==> config.mk <==
export PLATFORM = sky130hd
export DESIGN_NAME = npti_ctrl
export DESIGN_NICKNAME = d
export VERILOG_FILES = /design/src/rtl/npti_pkg.sv /design/src/rtl/npti_ctrl.sv
export SDC_FILE = /design/constraint.sdc
export NUM_CORES = 1
export LEC_CHECK = 0
export ABC_AREA = 0
export BUFFER_PORTS_ARGS = -buffer_cell sky130_fd_sc_hd__buf_2
export CORE_MARGIN = 8
export CORE_UTILIZATION = 45
export CTS_CLUSTER_DIAMETER = 30
export DETAILED_ROUTE_END_ITERATION = 8
export PLACE_DENSITY = 0.67
export SLEW_MARGIN = 20
export SYNTH_ARGS = -nofsm -noshare
export SYNTH_HDL_FRONTEND = slang
export SYNTH_SLANG_ARGS = --single-unit
==> constraint.sdc <==
create_clock -name clk -period 2.6 [get_ports clk]
set_input_delay 0.52 -clock clk [delete_from_list [all_inputs] [get_ports clk]]
set_output_delay 0.52 -clock clk [all_outputs]
set_load 0.01 [all_outputs]
==> src/rtl/npti_pkg.sv <==
// shared types, constants and codes for the nearest point time interpolator
package npti_pkg;

  localparam int FRAC_BITS       = 16;
  localparam int MAX_ENTRIES_DEF = 256;
  localparam int TOL_W           = 16;
  localparam int DATA_W          = 32;
  // divider: numerator is a 32-bit magnitude shifted up by the fraction bits
  localparam int NUM_W           = DATA_W + FRAC_BITS;
  localparam int DEN_W           = DATA_W;
  // bracket weight stays below one plus tolerance over the smallest step
  localparam int WA_W            = 34;
  localparam int WA_LO_W         = 17;
  localparam int WGT_W           = 19;

  // opcodes
  localparam logic [1:0] OP_CLEAR = 2'd0;
  localparam logic [1:0] OP_LOAD  = 2'd1;
  localparam logic [1:0] OP_QUERY = 2'd2;

  // result status codes
  localparam logic [1:0] ST_OK    = 2'd0;
  localparam logic [1:0] ST_FULL  = 2'd1;
  localparam logic [1:0] ST_EMPTY = 2'd2;

  // kind of result word to emit
  typedef enum logic [2:0] {
    RK_ZERO   = 3'd0,
    RK_FULL   = 3'd1,
    RK_EMPTY  = 3'd2,
    RK_HOLD   = 3'd3,
    RK_INTERP = 3'd4
  } res_kind_t;

  // controller to datapath
  typedef struct packed {
    logic      capture;
    logic      clr;
    logic      grp_run;
    logic      ent_run;
    logic      wr_entry;
    logic      decide;
    logic      div_go;
    logic      div_sel;
    logic      mul_go;
    logic      mul_hi;
    logic      fin;
    logic      out_load;
    res_kind_t kind;
  } cmd_t;

  // datapath to controller
  typedef struct packed {
    logic full;
    logic empty;
    logic grp_done;
    logic ent_done;
    logic bracket;
    logic div_done;
    logic out_free;
  } sts_t;

endpackage

==> src/rtl/npti_ctrl.sv <==
// sequencing state machine for load, clear and query
module npti_ctrl (
  input  logic           clk,
  input  logic           rst_n,
  input  logic           in_valid,
  input  logic [1:0]     in_opcode,
  output logic           in_ready,
  input  npti_pkg::sts_t sts,
  output npti_pkg::cmd_t cmd
);
  import npti_pkg::*;

  typedef enum logic [14:0] {
    S_IDLE    = 15'b000000000000001,
    S_CLR     = 15'b000000000000010,
    S_LSCAN   = 15'b000000000000100,
    S_LWR     = 15'b000000000001000,
    S_QGRP    = 15'b000000000010000,
    S_QENT    = 15'b000000000100000,
    S_DEC     = 15'b000000001000000,
    S_DIVA_GO = 15'b000000010000000,
    S_DIVA    = 15'b000000100000000,
    S_DIVB_GO = 15'b000001000000000,
    S_DIVB    = 15'b000010000000000,
    S_MLO     = 15'b000100000000000,
    S_MHI     = 15'b001000000000000,
    S_FIN     = 15'b010000000000000,
    S_OUT     = 15'b100000000000000
  } state_t;

  state_t    state_r, state_nxt;
  res_kind_t kind_r, kind_nxt;

  // next state and commands
  always_comb begin
    state_nxt = state_r;
    kind_nxt  = kind_r;
    cmd       = '0;
    cmd.kind  = kind_r;
    in_ready  = 1'b0;
    unique case (state_r)
      S_IDLE: begin
        in_ready = 1'b1;
        if (in_valid) begin
          cmd.capture = 1'b1;
          case (in_opcode)
            OP_CLEAR: begin
              state_nxt = S_CLR;
              kind_nxt  = RK_ZERO;
            end
            OP_LOAD: begin
              if (sts.full) begin
                state_nxt = S_OUT;
                kind_nxt  = RK_FULL;
              end else begin
                state_nxt = S_LSCAN;
                kind_nxt  = RK_ZERO;
              end
            end
            OP_QUERY: begin
              if (sts.empty) begin
                state_nxt = S_OUT;
                kind_nxt  = RK_EMPTY;
              end else begin
                state_nxt = S_QGRP;
              end
            end
            default: begin
              state_nxt = S_OUT;
              kind_nxt  = RK_ZERO;
            end
          endcase
        end
      end
      S_CLR: begin
        cmd.clr   = 1'b1;
        state_nxt = S_OUT;
      end
      S_LSCAN: begin
        cmd.grp_run = 1'b1;
        if (sts.grp_done) state_nxt = S_LWR;
      end
      S_LWR: begin
        cmd.wr_entry = 1'b1;
        state_nxt    = S_OUT;
      end
      S_QGRP: begin
        cmd.grp_run = 1'b1;
        if (sts.grp_done) state_nxt = S_QENT;
      end
      S_QENT: begin
        cmd.ent_run = 1'b1;
        if (sts.ent_done) state_nxt = S_DEC;
      end
      S_DEC: begin
        cmd.decide = 1'b1;
        if (sts.bracket) begin
          state_nxt = S_DIVA_GO;
          kind_nxt  = RK_INTERP;
        end else begin
          state_nxt = S_OUT;
          kind_nxt  = RK_HOLD;
        end
      end
      S_DIVA_GO: begin
        cmd.div_go = 1'b1;
        state_nxt  = S_DIVA;
      end
      S_DIVA: begin
        if (sts.div_done) state_nxt = S_DIVB_GO;
      end
      S_DIVB_GO: begin
        cmd.div_go  = 1'b1;
        cmd.div_sel = 1'b1;
        state_nxt   = S_DIVB;
      end
      S_DIVB: begin
        cmd.div_sel = 1'b1;
        if (sts.div_done) state_nxt = S_MLO;
      end
      S_MLO: begin
        cmd.mul_go = 1'b1;
        state_nxt  = S_MHI;
      end
      S_MHI: begin
        cmd.mul_go = 1'b1;
        cmd.mul_hi = 1'b1;
        state_nxt  = S_FIN;
      end
      S_FIN: begin
        cmd.fin   = 1'b1;
        state_nxt = S_OUT;
      end
      S_OUT: begin
        if (sts.out_free) begin
          cmd.out_load = 1'b1;
          state_nxt    = S_IDLE;
        end
      end
      default: state_nxt = S_IDLE;
    endcase
  end

  // state registers
  always_ff @(posedge clk) begin
    if (!rst_n) begin
      state_r <= S_IDLE;
      kind_r  <= RK_ZERO;
    end else begin
      state_r <= state_nxt;
      kind_r  <= kind_nxt;
    end
  end

endmodule

# Word level (Yosys, flattened, before mapping)
# Cells that the tools add are included.
op_classes:
  n_eq_ne: 25
  reduce_logical: 9
  n_mux: 33
ops:
  columns: ["operator", "count"]
  rows:
  - ["15-bit one-hot mux with 13 select lines", 1]
  - ["15-bit two-way mux", 10]
  - ["15-bit one-hot mux with 3 select lines", 1]
  - ["1-bit two-way mux", 16]
  - ["15-bit by 1-bit equality test with 1-bit output, second input constant", 1]
  - ["15-bit by 10-bit equality test with 1-bit output, second input constant", 1]
  - ["15-bit by 11-bit equality test with 1-bit output, second input constant", 1]
  - ["15-bit by 12-bit equality test with 1-bit output, second input constant", 1]
  - ["15-bit by 13-bit equality test with 1-bit output, second input constant", 1]
  - ["15-bit by 14-bit equality test with 1-bit output, second input constant", 1]
  - ["15-bit equality test, second input constant", 1]
  - ["15-bit by 2-bit equality test with 1-bit output, second input constant", 1]
  - ["15-bit by 3-bit equality test with 1-bit output, second input constant", 1]
  - ["15-bit by 4-bit equality test with 1-bit output, second input constant", 1]
  - ["15-bit by 5-bit equality test with 1-bit output, second input constant", 1]
  - ["15-bit by 6-bit equality test with 1-bit output, second input constant", 1]
  - ["15-bit by 7-bit equality test with 1-bit output, second input constant", 1]
  - ["15-bit by 8-bit equality test with 1-bit output, second input constant", 1]
  - ["15-bit by 9-bit equality test with 1-bit output, second input constant", 1]
  - ["2-bit != test, second input constant", 7]
  - ["3-bit one-hot mux with 2 select lines", 2]
  - ["3-bit two-way mux", 3]
  - ["2-bit OR reduction", 4]
  - ["7-bit AND reduction", 1]
  - ["7 further kinds", 7]
totals:
  regBits: 18
  input_bits: 12
  elab_cells: 69
  output_inout_bits: 16

# Logic depth before layout (Yosys ltp)
# Gate-level depths: netlist (run 1).
depth:
  word_depth: 4
  depth_mapped: 6

# Worst setup path after synthesis (run 1)
# Ideal clock, no wire load.
synth_timing:
  kind: "reg-to-output"
  startpoint: "register state_r[5]"
  endpoint: "output port cmd[8] (netlist name)"
  path_stages_with_launch: 6
  arrival_time_ps: 1756
  required_ps: 2080
  setup_slack_ps: 324
  path_cell_list: "dfxtp_1 buf_4 nor4_1 nand2_1 or3_1 o21ai_0"
synth_rtl:
  columns: ["item", "line_no", "rtl"]
  rows:
  - ["start, declared", "npti_ctrl.sv:31", "state_t state_r, state_nxt;"]
  - ["start signal, assigned", "npti_ctrl.sv:150", "state_r <= state_nxt;"]
  - ["end, declared", "npti_ctrl.sv:9", "output npti_pkg::cmd_t cmd"]

==> flow_summary.json, run 1 <==
{
  "crit_arrival_ns": 2.01,
  "drc_errors": 0,
  "worst_setup_path_end_kind": "primary output",
  "crit_fanout": 10,
  "synth_compound_area_share_pct": 16.2,
  "synth_fp_nets": 173,
  "path_cells": "or4_1 > nor4_4 > and2_1 > buf_2",
  "diodes": 0,
  "finalHoldViolations": 0,
  "cts_setup_buffers": 0,
  "worst_pin_slew_ns": 0.730,
  "synth_warnings": 0,
  "switchingPower_w": 0.000347,
  "clockPowerShare_pct": 16.2,
  "final_layout_size_suffix_gt1_share_pct": 30.9,
  "cts_tree": "built",
  "fillers": 274,
  "track_usage_pct": 14.8,
  "combPwrFrac_pct": 47.7,
  "synth_top_family_by_area": "simple AND/OR/NAND/NOR gates",
  "r2r_setup_slack_ns": 0.27,
  "cts_buffers": 3,
  "numPlacedInstances": 218,
  "max_freq_ghz": 0.395,
  "p_int_w": 0.000543,
  "leakagePower_nw": 0.731,
  "dp_hpwl_um": 2820,
  "rows": 20,
  "fin_util_pct": 54.5,
  "maxSlewHeadroom_pct": 51.0,
  "num_vias": 1364,
  "clock_latency_ns": 0.30,
  "grt_pass1_wl_um": 6230,
  "wire_per_inst_um": 16.6,
  "slowest_stage": "or4_1",
  "ys_types": 53,
  "io_pins": 28,
  "synthAdderAreaFrac_pct": 3.58,
  "pwr_density_cell_nw_per_um2": 544,
  "drtPass1Iterations": 4,
  "worst_setup_path_start_kind": "flop",
  "period_needed_ns": 2.53,
  "synth_area_um2": 1400,
  "die_height_um": 71.7,
  "outcome": "completed",
  "nets": 206,
  "syn_inst": 157,
  "cts-root-buf": "clkbuf_4",
  "dieArea_um2": 5140,
  "syn2layout_area_growth_pct": 17.3,
  "setup_viol": 0,
  "post-route-period-util_pct": 97.3,
  "clk_pin_slew_worst_paths_ns": 0.10,
  "synth-simple-area-share_pct": 41.1,
  "peakVddDrop_uv": 267,
  "synth_edf_count": 0,
  "power_frac_seq_pct": 36.1,
  "grt_overflow": 0,
  "drv_slew": 0,
  "grt_max_degree": 11,
  "synth-seq-cells": 18,
  "path_delay_family": "simple AND/OR/NAND/NOR gates",
  "die_w_um": 71.7,
  "synthXorXnorAreaFrac_pct": 3.14,
  "worst_path_largest_cell_delay_ns": 0.66,
  "hp-class": "flop to flop",
  "synth_mux_area_share_pct": 3.58,
  "cts.sinks": 18,
  "finalClockSkew_ns": 0.00179,
  "antenna_found_initial": 0,
  "path_class": "flop to primary output",
  "dr.first_iter.drc_count": 114,
  "dominantRegCellSynth": "dfxtp_1",
  "route.antenna.remaining_nets": 0,
  "final_cells": 221,
  "initial_core_util_pct": 46.5,
  "port_buffers": 27,
  "h-tree-depth": 1,
  "cts.path.max_buffers": 2,
  "rsz0062_at_grt": "yes",
  "gp_congestion": 0.874,
  "synth_async_sr_flop_share_pct": 0,
  "core-area_um2": 3000,
  "critPathBufInv": 1,
  "yosysSeqAreaShare_pct": 25.8,
  "viasPerCell": 6.17,
  "cp.required_ns": 2.08,
  "drv_cap": 0,
  "grt_pass1_vias": 1358,
  "syn_area_per_cell_um2": 8.89,
  "wl_um": 3660,
  "switching_share_pct": 39.0
}
cell type report:
type	count	area, µm²	area share, %
inverter	8	30.0	1.83
multi-input combinational	124	987	60.3
tap	33	41.3	2.52
timing repair buffer	35	195	11.9
clock buffer	3	22.5	1.38
sequential	18	362	22.1
flip-flops by register name (all words and copies together) (netlist names):
| name | cells |
|---|---|
| kind_r | 3 |
| state_r | 15 |
cell usage in the layout, fill, tap and decap left out, drive strengths merged, types with 5 or more instances in the layout:
cell   instances
or3            5
and3           7
or4            5
nor2          15
inv            7
nor4          11
buf           35
mux2i          5
nor3           7
a21oi          5
nand2          7
dfxtp         18
cell families after synthesis:
group | count (synthesis)
and+or+nand+nor | 84
muxes | 5
AOI/OAI and AO/OA | 26
xor gates and xnor gates | 5
buffers and inverters | 15
adders and majority gates | 4
DFF | 18
synthesized netlist by cell type, types with 4 or more instances:
library cell / number / share of area (%)
and3_1: 7 / 3.1
buf_6: 4 / 3.2
dfxtp_1: 18 / 26
ha_1: 4 / 3.6
inv_1: 7 / 1.9
mux2i_1: 5 / 3.6
nand2_1: 7 / 1.9
nand2b_1: 4 / 1.8
nand3b_1: 4 / 2.2
nor2_1: 15 / 4.0
nor3_1: 6 / 2.2
nor4_1: 7 / 3.1
o21ai_0: 4 / 1.4
or3_1: 5 / 2.2
worst paths after layout:
path	startpoint	end	cells after the start
worst min-delay path	kind_r[1]	kind_r[1]	2
worst max register to register	state_r[0]	state_r[12]	5
worst min register to register	kind_r[1]	kind_r[1]	2
worst max-delay path	state_r[4]	cmd[14]	4
repair_timing:
action                     CTS  global route
hold buffers                 0             0
hold endpoints to repair     0             0
resized for setup            2             6
setup endpoints to repair    4            10
metrics by stage:
stage | TNS [ns] | instance area (µm²) | power [W] | hold slack, ns | worst slack (ns)
after floorplan | 0 | 1400 | 0.000610 | 0.485 | 0.324
after global placement | 0 | 1570 | 0.000731 | 0.448 | 0.286
after detailed placement | 0 | 1570 | 0.000730 | 0.467 | 0.191
after CTS | 0 | 1610 | 0.000877 | 0.489 | 0.000670
after global routing | -0.103 | 1640 | 0.000945 | 0.520 | -0.0458
final | 0 | 1640 | 0.000891 | 0.490 | 0.0705
power by group through the flow:
stage / clock (W) / combinational (W) / sequential (W)
floorplan: 0 / 0.000296 / 0.000314
global placement: 0 / 0.000408 / 0.000324
detailed placement: 0 / 0.000405 / 0.000325
CTS: 0.000148 / 0.000410 / 0.000318
global route: 0.000159 / 0.000462 / 0.000324
finish: 0.000144 / 0.000425 / 0.000322
worst reg2reg max path: cells and delay by family, from the launching register on:
kind | cells | cell delay [ns]
simple gates | 4 | 1.41
flops | 1 | 0.49
compound gates | 1 | 0.34
layer usage:
metal	vias up	share of wire, %	GRT usage, %
met4	0	1.9	3.63
li1	662	-	-
met1	643	44	18.0
met5	-	0	0
met2	51	48	24.7
met3	8	5.7	4.32
(Power assumes the default switching activity.)
==> inputs of run 2 (changes only) <==
--- a/config.mk
+++ b/config.mk
@@ -11,7 +11,7 @@
 export CORE_UTILIZATION = 45
 export CTS_CLUSTER_DIAMETER = 30
 export DETAILED_ROUTE_END_ITERATION = 8
-export PLACE_DENSITY = 0.67
+export PLACE_DENSITY = 0.7
 export SLEW_MARGIN = 20
 export SYNTH_ARGS = -nofsm -noshare
 export SYNTH_HDL_FRONTEND = slang
==> constraint.sdc (replaced) <==
create_clock -name clk -period 2.2 [get_ports clk]
set_input_delay 0.44 -clock clk [delete_from_list [all_inputs] [get_ports clk]]
set_output_delay 0.44 -clock clk [all_outputs]
set_load 0.01 [all_outputs]
==> flow_summary.json, run 2 (same netlist as run 1, synthesis figures left out) <==
{
  "clock_latency_ns": 0.31,
  "fillers": 247,
  "fin_util_pct": 66.5,
  "grt_use_met2_pct": 31.9,
  "rsz0062_at_grt": "yes",
  "dieArea_um2": 5140,
  "leakagePower_nw": 0.925,
  "path_class": "flop to primary output",
  "switching_share_pct": 37.9,
  "worst_setup_path_start_kind": "flop",
  "r2r-start": "state_r[9]",
  "worst_path_largest_cell_delay_ns": 0.57,
  "grt_pass1_vias": 1538,
  "startpoint": "state_r[9]",
  "rr_endpoint": "kind_r[1]",
  "crit_fanout": 5,
  "path_cells": "or4_4 > nor3_4 > buf_6 > and4b_1 > buf_2",
  "track_usage_pct": 18.0,
  "cts.sinks": 18,
  "dp_hpwl_um": 3350,
  "io_pins": 28,
  "r2r_setup_slack_ns": -0.03,
  "rows": 20,
  "die_w_um": 71.7,
  "route.antenna.remaining_nets": 0,
  "drv_slew": 0,
  "wl_um": 4650,
  "h-tree-depth": 1,
  "maxSlewHeadroom_pct": 64.4,
  "slowest_stage": "or4_4",
  "finalClockSkew_ns": 0.00143,
  "use_met3_pct": 3.49,
  "peakVddDrop_uv": 370,
  "die_height_um": 71.7,
  "wire_per_inst_um": 18.2,
  "cp.required_ns": 1.76,
  "syn2layout_area_growth_pct": 42.9,
  "core-area_um2": 3000,
  "reg2reg_depth": 8,
  "final_cell_mix": "buf_4 (39), buf_2 (27), nor2_1 (14), dfxtp_2 (9)",
  "busiest_layer": "met2",
  "initial_core_util_pct": 46.5,
  "worst_pin_slew_ns": 0.521,
  "viasPerCell": 6.04,
  "hold_buffers": 0,
  "numPlacedInstances": 238,
  "final_layout_size_suffix_gt1_share_pct": 50.0,
  "drv_cap": 0,
  "cts.path.max_buffers": 2,
  "postPlaceCellArea_um2": 1720,
  "finalHoldViolations": 0,
  "final_cells": 255,
  "clockPowerShare_pct": 13.6,
  "endpoint": "cmd[11]",
  "pwr_density_cell_nw_per_um2": 645,
  "drtPass1Iterations": 4,
  "cts_tree": "built",
  "power_frac_seq_pct": 28.5,
  "totalPowerFinal_w": 0.00129,
  "worst_setup_path_end_kind": "primary output",
  "largest_reg_flops": 15,
  "reg_top3": "state_r x15, kind_r x3",
  "grt.met1_usage_pct": 20.0,
  "nets": 240,
  "grt_pass1_wl_um": 7400,
  "design_area_um2": 2000,
  "period_needed_ns": 2.39,
  "post-route-period-util_pct": 108,
  "antenna_found_initial": 0,
  "max_freq_ghz": 0.419,
  "combPwrFrac_pct": 57.8,
  "grt_max_degree": 10,
  "cts_buffers": 3,
  "p_int_w": 0.000799,
  "violations": "setup timing",
  "crit_arrival_ns": 1.95,
  "hp-class": "primary input to flop",
  "layout_commonest_cell": "buf_4",
  "port_buffers": 27,
  "drc_errors": 0,
  "diodes": 0,
  "gp_congestion": 0.897,
  "top_register": "state_r",
  "setup_viol": 14,
  "grt_overflow": 0,
  "clk_pin_slew_worst_paths_ns": 0.10,
  "switchingPower_w": 0.000488,
  "outcome": "finished with violations",
  "setup_slack_ns": -0.186,
  "num_vias": 1539,
  "cts-root-buf": "clkbuf_4",
  "dr.first_iter.drc_count": 85
}
-- run 2: critical path, delay by kind of cell, from the launching register on --
family                 cells  cell delay (ns)
and+or+nand+nor            3             1.00
DFF                        1             0.36
buffers and inverters      2             0.27
-- run 2: routing by layer --
| layer | wire [µm] | part of all wire (%) |
|---|---|---|
| met1 | 1870 | 40 |
| met2 | 2330 | 50 |
| met3 | 266 | 5.7 |
| met4 | 180 | 3.9 |
| met5 | 0 | 0 |
-- run 2: worst min path at each step --
stage               startpoint         end  slack, ns  cells after the start
finish                   rst_n  state_r[2]       0.40                      3
floorplan            kind_r[1]   kind_r[1]       0.48                      2
CTS                      rst_n  state_r[2]       0.42                      3
global route             rst_n  state_r[2]       0.41                      3
detailed placement   kind_r[1]   kind_r[1]       0.48                      2
global placement     kind_r[1]   kind_r[1]       0.45                      2
-- run 2: layout make-up --
class                           instances  area [µm²]  area share (%)
Timing Repair Buffer                   69         462            23.1
Inverter                                8        30.0            1.50
Multi-Input combinational cell        124        1060            53.0
Sequential cell                        18         383            19.2
Tap cell                               33        41.3            2.07
Clock buffer                            3        22.5            1.13
-- run 2: through the flow --
stage | setup TNS (ns) | hold slack, ns | worst slack, ns
final | -1.04 | 0.399 | -0.186
after global routing | -2.12 | 0.411 | -0.263
after CTS | -0.665 | 0.424 | -0.182
after detailed placement | -0.0565 | 0.482 | -0.0286
after global placement | 0 | 0.446 | 0.0533
after floorplan | 0 | 0.485 | 0.00434
-- run 2: power by group through the flow --
stage	sequential (W)	combinational (W)	clock (W)
6_report	0.000367	0.000745	0.000176
3_3_place_gp	0.000364	0.000539	0
5_1_grt	0.000368	0.000798	0.000186
4_1_cts	0.000366	0.000659	0.000169
3_5_place_dp	0.000365	0.000553	0
2_1_floorplan	0.000371	0.000350	0
-- run 2: timing repair --
action	CTS	global route
resized for setup	24	14
setup buffers	8	6
pin swaps	2	11
cloned	0	0
setup endpoints to repair	15	30
endpoints found under the hold margin	0	0
==> inputs of run 3 (changes only) <==
--- a/config.mk
+++ b/config.mk
@@ -8,10 +8,12 @@
 export ABC_AREA = 0
 export BUFFER_PORTS_ARGS = -buffer_cell sky130_fd_sc_hd__buf_2
 export CORE_MARGIN = 8
-export CORE_UTILIZATION = 45
+export CORE_UTILIZATION = 46
 export CTS_CLUSTER_DIAMETER = 30
+export CTS_CLUSTER_SIZE = 12
 export DETAILED_ROUTE_END_ITERATION = 8
-export PLACE_DENSITY = 0.7
+export PLACE_DENSITY = 0.71
+export SETUP_SLACK_MARGIN = 0.05
 export SLEW_MARGIN = 20
 export SYNTH_ARGS = -nofsm -noshare
 export SYNTH_HDL_FRONTEND = slang
==> flow_summary.json, run 3 (same netlist as run 1, synthesis figures left out) <==
{
  "power_frac_seq_pct": 23.7,
  "syn2layout_area_growth_pct": 72.6,
  "cp.required_ns": 1.76,
  "maxSlewHeadroom_pct": 62.7,
  "crit_arrival_ns": 2.00,
  "crit_fanout": 4,
  "viasPerCell": 6.03,
  "worst_pin_slew_ns": 0.551,
  "track_usage_pct": 20.3,
  "die_height_um": 71.1,
  "combPwrFrac_pct": 61.3,
  "top_register": "state_r",
  "dieArea_um2": 5050,
  "h-tree-depth": 1,
  "num_vias": 1670,
  "initial_core_util_pct": 46.9,
  "final_cell_mix": "buf_4 (42), buf_2 (26), buf_6 (22), nor2_1 (13), nor4_4 (8)",
  "gp_congestion": 0.901,
  "cts.sinks": 18,
  "path_class": "flop to primary output",
  "cts-root-buf": "clkbuf_4",
  "hp-class": "primary input to flop",
  "period_needed_ns": 2.44,
  "dp_hpwl_um": 3130,
  "grt_pass1_vias": 1729,
  "clockPowerShare_pct": 14.9,
  "numPlacedInstances": 235,
  "grt_max_degree": 11,
  "final_cells": 277,
  "setup_slack_ns": -0.242,
  "violations": "setup timing",
  "antenna_found_initial": 0,
  "leakagePower_nw": 1.09,
  "diodes": 0,
  "cts.path.max_buffers": 2,
  "grt_overflow": 0,
  "port_buffers": 27,
  "fin_util_pct": 80.9,
  "rsz0062_at_grt": "yes",
  "cts_tree": "built",
  "wl_um": 5630,
  "rows": 20,
  "worst_setup_path_end_kind": "primary output",
  "finalHoldViolations": 0,
  "clock_latency_ns": 0.32,
  "final_layout_size_suffix_gt1_share_pct": 62.3,
  "clk_pin_slew_worst_paths_ns": 0.12,
  "fillers": 182,
  "layout_commonest_cell": "buf_4",
  "core-area_um2": 2980,
  "max_freq_ghz": 0.410,
  "drv_slew": 0,
  "route.antenna.remaining_nets": 0,
  "pwr_density_cell_nw_per_um2": 625,
  "io_pins": 28,
  "switching_share_pct": 38.6,
  "outcome": "finished with violations",
  "die_w_um": 71.1,
  "wire_per_inst_um": 20.3,
  "nets": 261,
  "worst_setup_path_start_kind": "flop",
  "switchingPower_w": 0.000582,
  "drv_cap": 0,
  "largest_reg_flops": 15,
  "reg_top3": "state_r x15, kind_r x3",
  "cts_buffers": 3,
  "setup_viol": 16,
  "finalClockSkew_ns": 0.00519,
  "drc_errors": 0,
  "grt_pass1_wl_um": 8140,
  "drtPass1Iterations": 5,
  "dr.first_iter.drc_count": 107,
  "p_int_w": 0.000924,
  "peakVddDrop_uv": 357,
  "post-route-period-util_pct": 111
}
-- run 3: changes by cell type in the layout (fill, tap and decap cells not counted), moves of 2 or more --
cell	change
buf_4	+3
buf_6	+19
dfxtp_2	-4
dfxtp_4	+4
nand2_1	-2
nor2_4	+2
nor3_1	-3
nor3_4	+2
nor3b_1	-2
o31ai_1	-2
o31ai_4	+2
-- run 3: what timing repair did --
| action | CTS | global route |
|---|---|---|
| hold buffers | 0 | 0 |
| resized for setup | 62 | 31 |
| setup buffers | 29 | 14 |
| pin swaps | 27 | 24 |
| endpoints found under the setup margin | 25 | 30 |
-- run 3: critical path: stages, from the launching register on --
cell	delay (ns)
dfxtp_2	0.36
buf_6	0.11
or4_4	0.48
nor3_4	0.23
buf_6	0.14
and4b_1	0.22
buf_2	0.14
-- run 3: layout make-up --
type | count | area, µm² | area share, %
Tap cell | 33 | 41.3 | 1.71
Clock buffer | 4 | 36.3 | 1.51
Timing Repair Buffer | 90 | 693 | 28.8
Sequential cell | 18 | 393 | 16.3
Multi-Input combinational cell | 124 | 1220 | 50.5
Inverter | 8 | 30.0 | 1.25
-- run 3: through the flow --
stage / hold slack [ns] / worst slack (ns) / power [W] / TNS, ns / cell area, µm²
after floorplan: 0.485 / 0.0639 / 0.000721 / 0 / 1400
after global placement: 0.449 / -0.00376 / 0.000899 / -0.00376 / 1700
after detailed placement: 0.466 / -0.0483 / 0.000910 / -0.169 / 1700
after CTS: 0.402 / -0.193 / 0.00137 / -1.52 / 2210
after global routing: 0.423 / -0.276 / 0.00156 / -2.72 / 2410
final: 0.402 / -0.242 / 0.00151 / -1.87 / 2410
-- run 3: power by group through the flow --
| stage | registers [W] | logic, W | clock network (W) |
|---|---|---|---|
| CTS | 0.000357 | 0.000780 | 0.000228 |
| global placement | 0.000372 | 0.000526 | 0 |
| global route | 0.000360 | 0.000968 | 0.000232 |
| detailed placement | 0.000374 | 0.000536 | 0 |
| floorplan | 0.000371 | 0.000349 | 0 |
| finish | 0.000358 | 0.000923 | 0.000225 |
-- run 3: path summary, 6_finish.rpt --
path               startpoint          to  slack [ns]  cells past startpoint
setup / recovery  state_r[11]     cmd[11]       -0.24                      6
hold / removal          rst_n  state_r[4]        0.40                      3
setup reg to reg  state_r[11]   kind_r[1]       -0.07                     11
hold reg to reg     kind_r[1]   kind_r[1]        0.48                      2
-- run 3: metal layers --
layer  global-route usage (%)  routed length, µm  vias to the layer above
li1                         -                  -                      776
met1                     21.1               2100                      784
met2                     36.5               2900                       84
met3                     3.81                336                       26
met4                     12.7                291                        0
met5                        0                  0                        -
